**src/sv/wsfd_pkg.sv**
```systemverilog
// Shared types, codes and helpers for the websocket frame deframer.
// Depends on nothing; used by every module of the block except the input register.
package wsfd_pkg;

   localparam int unsigned LENGTH_BITS_DEFAULT = 64;
   localparam int unsigned PLEN_WIDTH = 64;

   // Result kinds.
   localparam logic [1:0] KIND_HEADER  = 2'd0;
   localparam logic [1:0] KIND_PAYLOAD = 2'd1;
   localparam logic [1:0] KIND_ERROR   = 2'd2;

   // Error codes.
   localparam logic [1:0] ERR_NO_MASK  = 2'd0;
   localparam logic [1:0] ERR_RSV      = 2'd1;
   localparam logic [1:0] ERR_CONTROL  = 2'd2;
   localparam logic [1:0] ERR_OPCODE   = 2'd3;

   // Opcodes.
   localparam logic [3:0] OPC_BINARY = 4'd2;
   localparam logic [3:0] OPC_CLOSE  = 4'd8;
   localparam logic [3:0] OPC_PING   = 4'd9;
   localparam logic [3:0] OPC_PONG   = 4'd10;

   // Seven-bit length field codes.
   localparam logic [6:0] LEN_CTRL_MAX = 7'd125;
   localparam logic [6:0] LEN_EXT16    = 7'd126;
   localparam logic [6:0] LEN_EXT64    = 7'd127;

   // Byte counts of the extended length and of the mask key (counter wraps at 8).
   localparam logic [2:0] EXT16_BYTES = 3'd2;
   localparam logic [2:0] EXT64_BYTES = 3'd0;
   localparam logic [2:0] KEY_BYTES   = 3'd4;

   typedef struct packed {
      logic [1:0]            kind;
      logic [3:0]            frame_opcode;
      logic                  final_flag;
      logic [PLEN_WIDTH-1:0] payload_length;
      logic [7:0]            payload_byte;
      logic                  last_byte;
      logic [1:0]            error_code;
   } result_type;

   // Key byte for a payload position; the first key byte received is the top byte.
   function automatic logic [7:0] key_byte(input logic [31:0] key, input logic [1:0] idx);
      logic [7:0] kb;
      case (idx)
         2'd0:    kb = key[31:24];
         2'd1:    kb = key[23:16];
         2'd2:    kb = key[15:8];
         default: kb = key[7:0];
      endcase
      return kb;
   endfunction

endpackage

```
**src/sv/wsfd_in_stage.sv**
```systemverilog
// Input register of the websocket deframer: holds one received byte.
// Depends on nothing outside this file.
module wsfd_in_stage (
   input  logic       clock,
   input  logic       reset,
   input  logic       req_valid,
   input  logic [7:0] req_rx_byte,
   output logic       req_stall,
   input  logic       advance,
   output logic       item_valid,
   output logic [7:0] item_byte
);

   logic       valid_ff, valid_in;
   logic [7:0] byte_ff;
   logic       load;

   // The register takes a new transaction whenever it is empty or being drained.
   assign load      = !valid_ff || advance;
   assign valid_in  = load ? req_valid : valid_ff;
   assign req_stall = !load;

   always_ff @(posedge clock) begin
      if (reset) begin
         valid_ff <= 1'b0;
      end else begin
         valid_ff <= valid_in;
      end
   end

   always_ff @(posedge clock) begin
      if (load && req_valid) begin
         byte_ff <= req_rx_byte;
      end
   end

   assign item_valid = valid_ff;
   assign item_byte  = byte_ff;

endmodule

```
**src/sv/wsfd_parser.sv**
```systemverilog
// Frame parser of the websocket deframer: header, length, key and payload state.
// Depends on wsfd_pkg.
module wsfd_parser #(
   parameter int unsigned LENGTH_BITS = wsfd_pkg::LENGTH_BITS_DEFAULT
) (
   input  logic                 clock,
   input  logic                 reset,
   input  logic                 step,
   input  logic [7:0]           rx_byte,
   output logic                 res_valid,
   output wsfd_pkg::result_type res
);

   typedef enum logic [2:0] {
      PH_HDR0  = 3'd0,
      PH_HDR1  = 3'd1,
      PH_EXT16 = 3'd2,
      PH_EXT64 = 3'd3,
      PH_KEY   = 3'd4,
      PH_DATA  = 3'd5
   } phase_type;

   phase_type              phase_ff, phase_in;
   logic [4:0]             foc_ff, foc_in;
   logic [LENGTH_BITS-1:0] acc_ff, acc_in;
   logic [2:0]             cnt_ff, cnt_in;
   logic [31:0]            key_ff, key_in;
   logic [LENGTH_BITS-1:0] rem_ff, rem_in;
   logic [1:0]             idx_ff, idx_in;
   logic                   halted_ff, halted_in;

   logic [3:0] op;
   logic       fin;
   logic [6:0] len7;
   logic       is_ctrl;
   logic       err_hit;
   logic [1:0] err_code;
   logic [2:0] cnt_inc;
   logic       last;

   assign op      = foc_ff[3:0];
   assign fin     = foc_ff[4];
   assign len7    = rx_byte[6:0];
   assign cnt_inc = cnt_ff + 3'd1;
   assign last    = (rem_ff[LENGTH_BITS-1:1] == '0);
   assign is_ctrl = (op == wsfd_pkg::OPC_CLOSE) || (op == wsfd_pkg::OPC_PING) ||
                    (op == wsfd_pkg::OPC_PONG);

   // Second header byte checks, in order of precedence.
   always_comb begin
      err_hit  = 1'b1;
      err_code = wsfd_pkg::ERR_NO_MASK;
      if (!rx_byte[7]) begin
         err_code = wsfd_pkg::ERR_NO_MASK;
      end else if (cnt_ff != 3'd0) begin
         err_code = wsfd_pkg::ERR_RSV;
      end else if (is_ctrl && ((len7 > wsfd_pkg::LEN_CTRL_MAX) || !fin)) begin
         err_code = wsfd_pkg::ERR_CONTROL;
      end else if (!is_ctrl && (op > wsfd_pkg::OPC_BINARY)) begin
         err_code = wsfd_pkg::ERR_OPCODE;
      end else begin
         err_hit = 1'b0;
      end
   end

   always_comb begin
      phase_in  = phase_ff;
      foc_in    = foc_ff;
      acc_in    = acc_ff;
      cnt_in    = cnt_ff;
      key_in    = key_ff;
      rem_in    = rem_ff;
      idx_in    = idx_ff;
      halted_in = halted_ff;

      res_valid          = 1'b0;
      res.kind           = wsfd_pkg::KIND_HEADER;
      res.frame_opcode   = foc_ff[3:0];
      res.final_flag     = foc_ff[4];
      res.payload_length = '0;
      res.payload_byte   = '0;
      res.last_byte      = 1'b0;
      res.error_code     = wsfd_pkg::ERR_NO_MASK;

      if (step && !halted_ff) begin
         unique case (phase_ff)
            PH_HDR0: begin
               foc_in   = {rx_byte[7], rx_byte[3:0]};
               cnt_in   = rx_byte[6:4];
               phase_in = PH_HDR1;
            end
            PH_HDR1: begin
               if (err_hit) begin
                  halted_in      = 1'b1;
                  res_valid      = 1'b1;
                  res.kind       = wsfd_pkg::KIND_ERROR;
                  res.error_code = err_code;
               end else begin
                  cnt_in = 3'd0;
                  key_in = '0;
                  if (len7 == wsfd_pkg::LEN_EXT16) begin
                     acc_in   = '0;
                     phase_in = PH_EXT16;
                  end else if (len7 == wsfd_pkg::LEN_EXT64) begin
                     acc_in   = '0;
                     phase_in = PH_EXT64;
                  end else begin
                     acc_in   = LENGTH_BITS'(len7);
                     phase_in = PH_KEY;
                  end
               end
            end
            PH_EXT16, PH_EXT64: begin
               acc_in = {acc_ff[LENGTH_BITS-9:0], rx_byte};
               if (cnt_inc == ((phase_ff == PH_EXT16) ? wsfd_pkg::EXT16_BYTES
                                                      : wsfd_pkg::EXT64_BYTES)) begin
                  cnt_in   = 3'd0;
                  phase_in = PH_KEY;
               end else begin
                  cnt_in = cnt_inc;
               end
            end
            PH_KEY: begin
               key_in = {key_ff[23:0], rx_byte};
               if (cnt_inc < wsfd_pkg::KEY_BYTES) begin
                  cnt_in = cnt_inc;
               end else begin
                  cnt_in             = 3'd0;
                  idx_in             = 2'd0;
                  rem_in             = acc_ff;
                  phase_in           = (acc_ff == '0) ? PH_HDR0 : PH_DATA;
                  res_valid          = 1'b1;
                  res.payload_length = wsfd_pkg::PLEN_WIDTH'(acc_ff);
               end
            end
            PH_DATA: begin
               res_valid          = 1'b1;
               res.kind           = wsfd_pkg::KIND_PAYLOAD;
               res.payload_length = wsfd_pkg::PLEN_WIDTH'(acc_ff);
               res.payload_byte   = rx_byte ^ wsfd_pkg::key_byte(key_ff, idx_ff);
               res.last_byte      = last;
               idx_in             = idx_ff + 2'd1;
               rem_in             = last ? '0 : rem_ff - LENGTH_BITS'(1);
               if (last) begin
                  phase_in = PH_HDR0;
               end
            end
            default: begin
               phase_in = PH_HDR0;
            end
         endcase
      end
   end

   always_ff @(posedge clock) begin
      if (reset) begin
         phase_ff  <= PH_HDR0;
         foc_ff    <= '0;
         acc_ff    <= '0;
         cnt_ff    <= '0;
         key_ff    <= '0;
         rem_ff    <= '0;
         idx_ff    <= '0;
         halted_ff <= 1'b0;
      end else begin
         phase_ff  <= phase_in;
         foc_ff    <= foc_in;
         acc_ff    <= acc_in;
         cnt_ff    <= cnt_in;
         key_ff    <= key_in;
         rem_ff    <= rem_in;
         idx_ff    <= idx_in;
         halted_ff <= halted_in;
      end
   end

endmodule

```
**src/sv/wsfd_out_stage.sv**
```systemverilog
// Result register of the websocket deframer, driving the rsp_ channel.
// Depends on wsfd_pkg.
module wsfd_out_stage (
   input  logic                      clock,
   input  logic                      reset,
   input  logic                      push,
   input  wsfd_pkg::result_type      res,
   output logic                      ready,
   output logic                      rsp_valid,
   input  logic                      rsp_stall,
   output logic [1:0]                rsp_kind,
   output logic [3:0]                rsp_frame_opcode,
   output logic                      rsp_final_flag,
   output logic [wsfd_pkg::PLEN_WIDTH-1:0] rsp_payload_length,
   output logic [7:0]                rsp_payload_byte,
   output logic                      rsp_last_byte,
   output logic [1:0]                rsp_error_code
);

   logic                 valid_ff, valid_in;
   wsfd_pkg::result_type res_ff;

   // The register can load when it is empty or its transaction leaves this cycle.
   assign ready    = !valid_ff || !rsp_stall;
   assign valid_in = ready ? push : valid_ff;

   always_ff @(posedge clock) begin
      if (reset) begin
         valid_ff <= 1'b0;
      end else begin
         valid_ff <= valid_in;
      end
   end

   always_ff @(posedge clock) begin
      if (ready && push) begin
         res_ff <= res;
      end
   end

   assign rsp_valid          = valid_ff;
   assign rsp_kind           = res_ff.kind;
   assign rsp_frame_opcode   = res_ff.frame_opcode;
   assign rsp_final_flag     = res_ff.final_flag;
   assign rsp_payload_length = res_ff.payload_length;
   assign rsp_payload_byte   = res_ff.payload_byte;
   assign rsp_last_byte      = res_ff.last_byte;
   assign rsp_error_code     = res_ff.error_code;

endmodule

```
**src/sv/websocket_frame_deframer.sv**
```systemverilog
// WebSocket client-to-server deframer: takes one received byte per cycle and, after the
// mask key, reports the frame header, then each unmasked payload byte with the last one
// marked; a protocol error is reported once and the block then ignores all input until
// reset. A byte is accepted every cycle while rsp_stall is low; it is held in the input
// register while the parser updates its state in a single pass, and the result register
// then loads the result for rsp_. Bytes that cause no result still take their place in
// that pipeline. rsp_stall reaches req_stall within the same cycle once both registers
// hold a transaction.
// Depends on wsfd_pkg, wsfd_in_stage, wsfd_parser and wsfd_out_stage.
module websocket_frame_deframer #(
   parameter int unsigned LENGTH_BITS = wsfd_pkg::LENGTH_BITS_DEFAULT
) (
   input  logic                            clock,
   input  logic                            reset,
   input  logic                            req_valid,
   output logic                            req_stall,
   input  logic [7:0]                      req_rx_byte,
   output logic                            rsp_valid,
   input  logic                            rsp_stall,
   output logic [1:0]                      rsp_kind,
   output logic [3:0]                      rsp_frame_opcode,
   output logic                            rsp_final_flag,
   output logic [wsfd_pkg::PLEN_WIDTH-1:0] rsp_payload_length,
   output logic [7:0]                      rsp_payload_byte,
   output logic                            rsp_last_byte,
   output logic [1:0]                      rsp_error_code
);

   logic                 item_valid;
   logic [7:0]           item_byte;
   logic                 out_ready;
   logic                 advance;
   logic                 res_valid;
   wsfd_pkg::result_type res;

   assign advance = item_valid && out_ready;

   wsfd_in_stage u_in_stage (
      .clock       (clock),
      .reset       (reset),
      .req_valid   (req_valid),
      .req_rx_byte (req_rx_byte),
      .req_stall   (req_stall),
      .advance     (advance),
      .item_valid  (item_valid),
      .item_byte   (item_byte)
   );

   wsfd_parser #(
      .LENGTH_BITS (LENGTH_BITS)
   ) u_parser (
      .clock     (clock),
      .reset     (reset),
      .step      (advance),
      .rx_byte   (item_byte),
      .res_valid (res_valid),
      .res       (res)
   );

   wsfd_out_stage u_out_stage (
      .clock              (clock),
      .reset              (reset),
      .push               (res_valid),
      .res                (res),
      .ready              (out_ready),
      .rsp_valid          (rsp_valid),
      .rsp_stall          (rsp_stall),
      .rsp_kind           (rsp_kind),
      .rsp_frame_opcode   (rsp_frame_opcode),
      .rsp_final_flag     (rsp_final_flag),
      .rsp_payload_length (rsp_payload_length),
      .rsp_payload_byte   (rsp_payload_byte),
      .rsp_last_byte      (rsp_last_byte),
      .rsp_error_code     (rsp_error_code)
   );

endmodule

```
**config.mk**
```make
export PLATFORM = sky130hd
export DESIGN_NAME = websocket_frame_deframer
export DESIGN_NICKNAME = d
export VERILOG_FILES = /design/src/sv/wsfd_pkg.sv /design/src/sv/wsfd_in_stage.sv /design/src/sv/wsfd_parser.sv /design/src/sv/wsfd_out_stage.sv /design/src/sv/websocket_frame_deframer.sv
export SDC_FILE = /design/constraint.sdc
export NUM_CORES = 1
export LEC_CHECK = 0
export ABC_CLOCK_PERIOD_IN_PS = 9800
export BUFFER_PORTS_ARGS = -buffer_cell sky130_fd_sc_hd__buf_2
export CAP_MARGIN = 5
export CORE_MARGIN = 4
export CORE_UTILIZATION = 25
export DETAILED_ROUTE_END_ITERATION = 6
export GPL_ROUTABILITY_DRIVEN = 0
export REMOVE_ABC_BUFFERS = 1
export SLEW_MARGIN = 20
export SYNTH_ARGS = -nofsm -noshare
export SYNTH_HDL_FRONTEND = slang
export SYNTH_SLANG_ARGS = --single-unit
```
**constraint.sdc**
```tcl
create_clock -name clock -period 9.8 [get_ports clock]
set_input_delay 0.98 -clock clock [delete_from_list [all_inputs] [get_ports clock]]
set_output_delay 0.98 -clock clock [all_outputs]
set_load 0.03 [all_outputs]
```
; ---- Yosys cells after proc, flatten, opt, wreduce, memory -nomap -nowiden
; Index checks and enable logic that the tools add are counted.
; Widths: inputs -> output; s select.
[totals]
inputBits = 12
output_inout_bits = 84
reg_bits = 266
word_cells = 127
[op_classes]
order_cmp = 3
n_mux = 42
n_eq_ne = 17
reduce_logical = 38
bitwise = 5
add_sub_neg = 3
[ops]
columns = op, n
row1 = $pmux 64 s2, 3
row2 = $mux 64, 4
row3 = $logic_not 64->1, 1
row4 = $pmux 32 s2, 1
row5 = $sub 64x1->64 const B, 1
row6 = $logic_not 63->1, 1
row7 = $mux 32, 1
row8 = $mux 3, 10
row9 = $pmux 8 s3, 1
row10 = $mux 8, 2
row11 = $pmux 3 s5, 1
row12 = $reduce_and 3->1, 5
row13 = $eq 7x7->1 const B, 2
row14 = $mux 7, 2
row15 = $eq 4x4->1 const B, 3
row16 = $pmux 3 s4, 1
row17 = $mux 2, 5
row18 = $mux 1, 8
row19 = $pmux 2 s2, 2
row20 = $xor 8x8->8, 1
row21 = $gt 7x7->1 const B, 1
row22 = $logic_not 1->1, 7
row23 = $eq 3x2->1 const B, 2
row24 = $eq 3x3->1 const B, 2
row25 = 24 further kinds, 41

; ---- Logic depth before layout (Yosys ltp)
[depth]
ltp_word = 13
mapped_depth = 10

; ---- Hierarchy
; From an unflattened synthesis, not the netlist that was laid out.
[hier_totals]
cells_unflattened = 1361
hier_area_um2 = 12256.8
[by_module_without_submodules]
columns = mod, cells_each, seq_area_each_um2, area_each_um2, instances
row1 = wsfd_parser, 1261, 3483.3, 9459.1, 1
row2 = wsfd_out_stage, 87, 2482.4, 2501.1, 1
row3 = wsfd_in_stage, 12, 260.2, 290.3, 1
row4 = websocket_frame_deframer, 1, 0.0, 6.3, 1

; ---- Worst setup path before layout
; OpenSTA, ideal clock, no wires.
[synth_path]
path_type = input port to flip-flop
from = in rsp_stall
to = reg u_out_stage.res_ff (netlist bit u_out_stage.rsp_error_code[0]), enable pin
t_arrival_ps = 7289
setup_slack_ps = 1864
path_buffers = 0
path_stages = 3
path_cell_list = nand2_1 -> nand2_1 -> a211oi_1
[synth_via]
elab_chain_len = 6
[synth_lines]
columns = element, line
row1 = from (decl), websocket_frame_deframer.sv:19  ; input logic rsp_stall,
row2 = $logic_not 1->1 (*), wsfd_out_stage.sv:24  ; assign ready = !valid_ff || !rsp_stall;
row3 = $logic_or 1x1->1 (*), wsfd_out_stage.sv:24
row4 = $logic_and 1x1->1, websocket_frame_deframer.sv:36  ; assign advance = item_valid && out_ready;
row5 = $logic_and 1x1->1, wsfd_parser.sv:85  ; if (step && !halted_ff) begin
row6 = $mux 1, wsfd_parser.sv:85
row7 = $logic_and 1x1->1 (*), wsfd_out_stage.sv:36  ; if (ready && push) begin
row8 = to (signal assigned), wsfd_out_stage.sv:37  ; res_ff <= res;
row9 = to (decl), wsfd_out_stage.sv:21  ; wsfd_pkg::result_type res_ff;
; Mark *: on every way between the ends. The rest lies on a longest branch, timed or not.
; A chain may end at the register's enable or synchronous reset.

; ---- Final worst setup path
[layout_path]
from = reg u_parser.rem_ff[29]
to = reg u_parser.rem_ff[55]
[layout_via]
elab_chain_len = 3
[layout_lines]
columns = element, line
row1 = from (decl), wsfd_parser.sv:28  ; logic [LENGTH_BITS-1:0] rem_ff, rem_in;
row2 = from (signal assigned), wsfd_parser.sv:171  ; rem_ff <= rem_in;
row3 = $sub 64x1->64 or $logic_not 63->1 (tied branches), "wsfd_parser.sv:143, wsfd_parser.sv:45"
row4 = $mux 64 (*), wsfd_parser.sv:143  ; rem_in = last ? '0 : rem_ff - LENGTH_BITS'(1);
row5 = $pmux 64 s2 (*), wsfd_parser.sv:86  ; unique case (phase_ff)
; Marks and branches as above.

==> key figures <==
Run status
  – Status: complete, but fails checks
  – Failing checks: DRC

Detailed routing
  – # DRC: 1
  – Via-to-Cell Ratio: 5.28
  – Drt total wl: 37.3 mm
  – 1st-iter DRT viols: approximately 1300
  – DR WL/cell: 18.3 um
  – Drt pass-1 iters: 7
  – Detail Route Antenna Nets: 0
  – Vias: 10700

Global routing
  – GRT Residual Overflow: 0
  – First-pass GRT wire length: roughly 60 mm
  – Number of global-route vias before repair: 10300
  – Largest net degree at the start of global routing: 119
  – Initial antenna violation count: 1
  – All-layer global routing usage: 13.6%

Yosys
  – Synth Flop Type: dfxtp_1
  – Synthesis Warnings: 0
  – Async SR Flop Fraction: 0%
  – Unique masters post-synth: 63
  – Post-Syn Area: 12200 um^2
  – Seq/Total Area, Yosys: 51.1%
  – Post-Syn Area per Cell: 8.90 um^2
  – EDFF count, synth: 90
  – Mapped Cells: 1370
  – Register bit total from synthesis: 266

Timing
  – Max Freq: 0.246 GHz
  – Worst-Margin Slew: 1.20 ns
  – Max-Slew Margin vs Limit: 19.6%
  – Unrepaired setup endpoints after global routing: no
  – Setup tns final: 0 ns
  – Worst Skew: between 0.015 and 0.02 ns
  – Max Slew Vio Count: 0
  – Final setup fails: 0
  – Tcrit/Tclk final: 41.5%
  – Final min period: approximately 4.1 ns
  – Fin Hold WS: 0.453 ns
  – Hold Fails Final Rpt: 0

Hold path
  – Min-delay worst type: reg2reg

Placed design
  – Placed cell areas: 13200 um^2
  – Placed wire-length estimate: around 24 mm
  – IO Port Bufs: 95
  – Placed cells: 1985

Pwr
  – Reg power frac: 49.9%
  – NetSw: roughly 0.00054 W
  – Sw Share: 23.3%
  – PD cells: 165 nW/um^2
  – Max IR drop VDD: ~120 uV
  – Clk pwr share: 45.5%
  – Pint: 0.00178 W
  – Comb pwr share: 4.6%
  – Leakage: 5.12 nW

Clock network
  – CTS tree: yes
  – Clk sink count: 266
  – Clock Tree Root: clkbuf_16
  – Setup Fix Bufs, Post-CTS: 0
  – H-tree levels: 1
  – Post-CTS Resized: 0
  – Num CTS Buffers: 27
  – # hold bufs at CTS: 0
  – Longest Clk Path Bufs: 3
  – Clk_lat worst skew: between 0.5 and 0.6 ns
  – Clock-pin slew on the worst setup and hold paths: 0.07 ns

Cells and area
  – Final std cells w/o fill: 2035
  – N_diodes: 0
  – Layout Nets: about 1400
  – Layout cells sized above 1: about an eighth
  – Area Growth Syn to Fin: 15.7%
  – Non-Filler Cell Area, Final: approximately 14000 um^2

Floorplanning
  – Site row count: 80
  – Die area: 52300 um^2
  – Initial core utilization: 25.4%
  – Die Span X: 229 um
  – Die height: 229 um
  – I/O pins: 96
  – Area of the core: 47900 um^2

Worst setup path
  – Worst EP required: 10.18 ns
  – CP Launch Type: flip-flop
  – Worst Setup End Kind: flip-flop
  – Crit path max fanout: 17
  – Setup Crit Path Kind: reg2reg
  – Worst EP arrival: 4.45 ns

Job
  – Max cap viols: 0
==> metal layers <==
layer | part of all wire, % | vias up | wire, um | track usage, %
li1 | - | 5111 | - | -
met1 | 45 | 5170 | 16600 | 18.8
met2 | 46 | 379 | 17200 | 21.8
met3 | 6.5 | 84 | 2440 | 2.41
met4 | 2.8 | 2 | 1040 | 4.03
met5 | 0.035 | - | 13 | 0
==> metrics by stage <==
| step | utilization (%) | power (W) | setup slack, ns |
|---|---|---|---|
| floorplan | - | 0.00124 | 1.86 |
| global placement | 27.5 | 0.00129 | 5.96 |
| detailed placement | 27.5 | 0.00129 | 5.91 |
| CTS | 29.4 | 0.00234 | 5.88 |
| global route | 29.4 | 0.00240 | 5.57 |
| finish | 29.4 | 0.00232 | 5.73 |
==> sequential cells by signal, indices dropped and copies added (netlist names), 3 cells and up <==
register / cells
u_out_stage.rsp_payload_length: 64
u_parser.acc_ff: 64
u_parser.rem_ff: 64
u_parser.key_ff: 32
u_in_stage.item_byte: 8
u_out_stage.rsp_payload_byte: 8
u_parser.foc_ff: 5
u_out_stage.rsp_frame_opcode: 4
u_parser.cnt_ff: 3
u_parser.phase_ff: 3
==> final timing paths <==
kind | from | endpoint | slack [ns] | cells past startpoint
worst max register to register | u_parser.rem_ff[29] | u_parser.rem_ff[55] | 5.73 | 6
worst min-delay path | u_parser.key_ff[29] | u_parser.key_ff[29] | 0.45 | 2
worst min register to register | u_parser.key_ff[29] | u_parser.key_ff[29] | 0.45 | 2
worst max-delay path | u_parser.rem_ff[29] | u_parser.rem_ff[55] | 5.73 | 6
==> cell type report <==
cell class,count,area (um^2)
clock buffer,37,774
sequential,266,6230
multi-input combinational,980,5550
clock inverter,13,124
tap,615,769
timing repair buffer,109,607
inverter,15,56.3
fill,5003,33800
==> critical path: stages (launching register included) <==
cell       delay [ns]
dfxtp_1          0.37
or4_1            0.67
or3_2            0.53
nor4_1           0.96
nand2_1          0.80
a221oi_1         0.42
a2111oi_0        0.14
==> cell families after synthesis <==
group                    count (synthesis)  share of synthesized area [%]
flip-flops                             266                           51.1
adder cells (fa/ha/maj)                  7                          0.719
multiplexers                             6                          0.503
AO/OA/AOI/OAI                          304                           15.8
XOR/XNOR                                14                           1.01
AND/OR/NAND/NOR                        649                           26.9
buffers and inverters                  124                           3.90
==> Yosys cell counts, types with 5 or more instances <==
cell type  number  area share (%)
nand2_1       183             5.6
dfxtp_1       176              29
nand3_1       153             6.3
a21oi_1       137             5.6
clkbuf_1      101             3.1
edfxtp_1       90              22
and2_1         70             3.6
nor2_1         68             2.1
nor4_1         46             2.4
a31oi_1        33             1.7
nor3_1         26             1.1
o21ai_0        25             1.0
or4_1          24             1.5
and3_1         16            0.82
inv_1          15            0.46
nand4_1        14            0.72
or3_1          13            0.67
xnor2_1        12            0.86
a22oi_1        11            0.68
a21o_1          9            0.55
a222oi_1        8            0.66
nor2b_1         8            0.41
a211oi_1        7            0.43
a32o_1          7            0.57
a32oi_1         7            0.50
ha_1            7            0.72
o311ai_0        7            0.50
a221oi_1        6            0.43
nand2b_1        6            0.31
o31ai_1         6            0.37
buf_1           5            0.15
mux2i_1         5            0.41
o211ai_1        5            0.31
o22ai_1         5            0.26
o2bb2ai_1       5            0.36
==> placed cells by master (no fill, tap or decap), drive strengths merged, types with 8 or more instances in the layout <==
cell and n:
or4 26, nand2 183, and3 16, and2 71
a22oi 11, inv 16, xnor2 12, a21o 9
o311ai 8, a222oi 8, a21oi 137, nor3 26
nand3 153, edfxtp 90, or3 17, nor2b 8
buf 109, clkbuf 37, nor2 68, dfxtp 176
a31oi 33, nand4 14, o21ai 25, nor4 46
==> power by group through the flow <==
stage | combinational, W | clock, W | sequential, W
detailed placement | 0.000106 | 0 | 0.00118
global route | 0.000118 | 0.00112 | 0.00116
global placement | 0.000102 | 0 | 0.00118
finish | 0.000107 | 0.00106 | 0.00116
CTS | 0.000107 | 0.00108 | 0.00116
floorplan | 0.0000569 | 0 | 0.00118
Power figures use the tool's default switching activity.
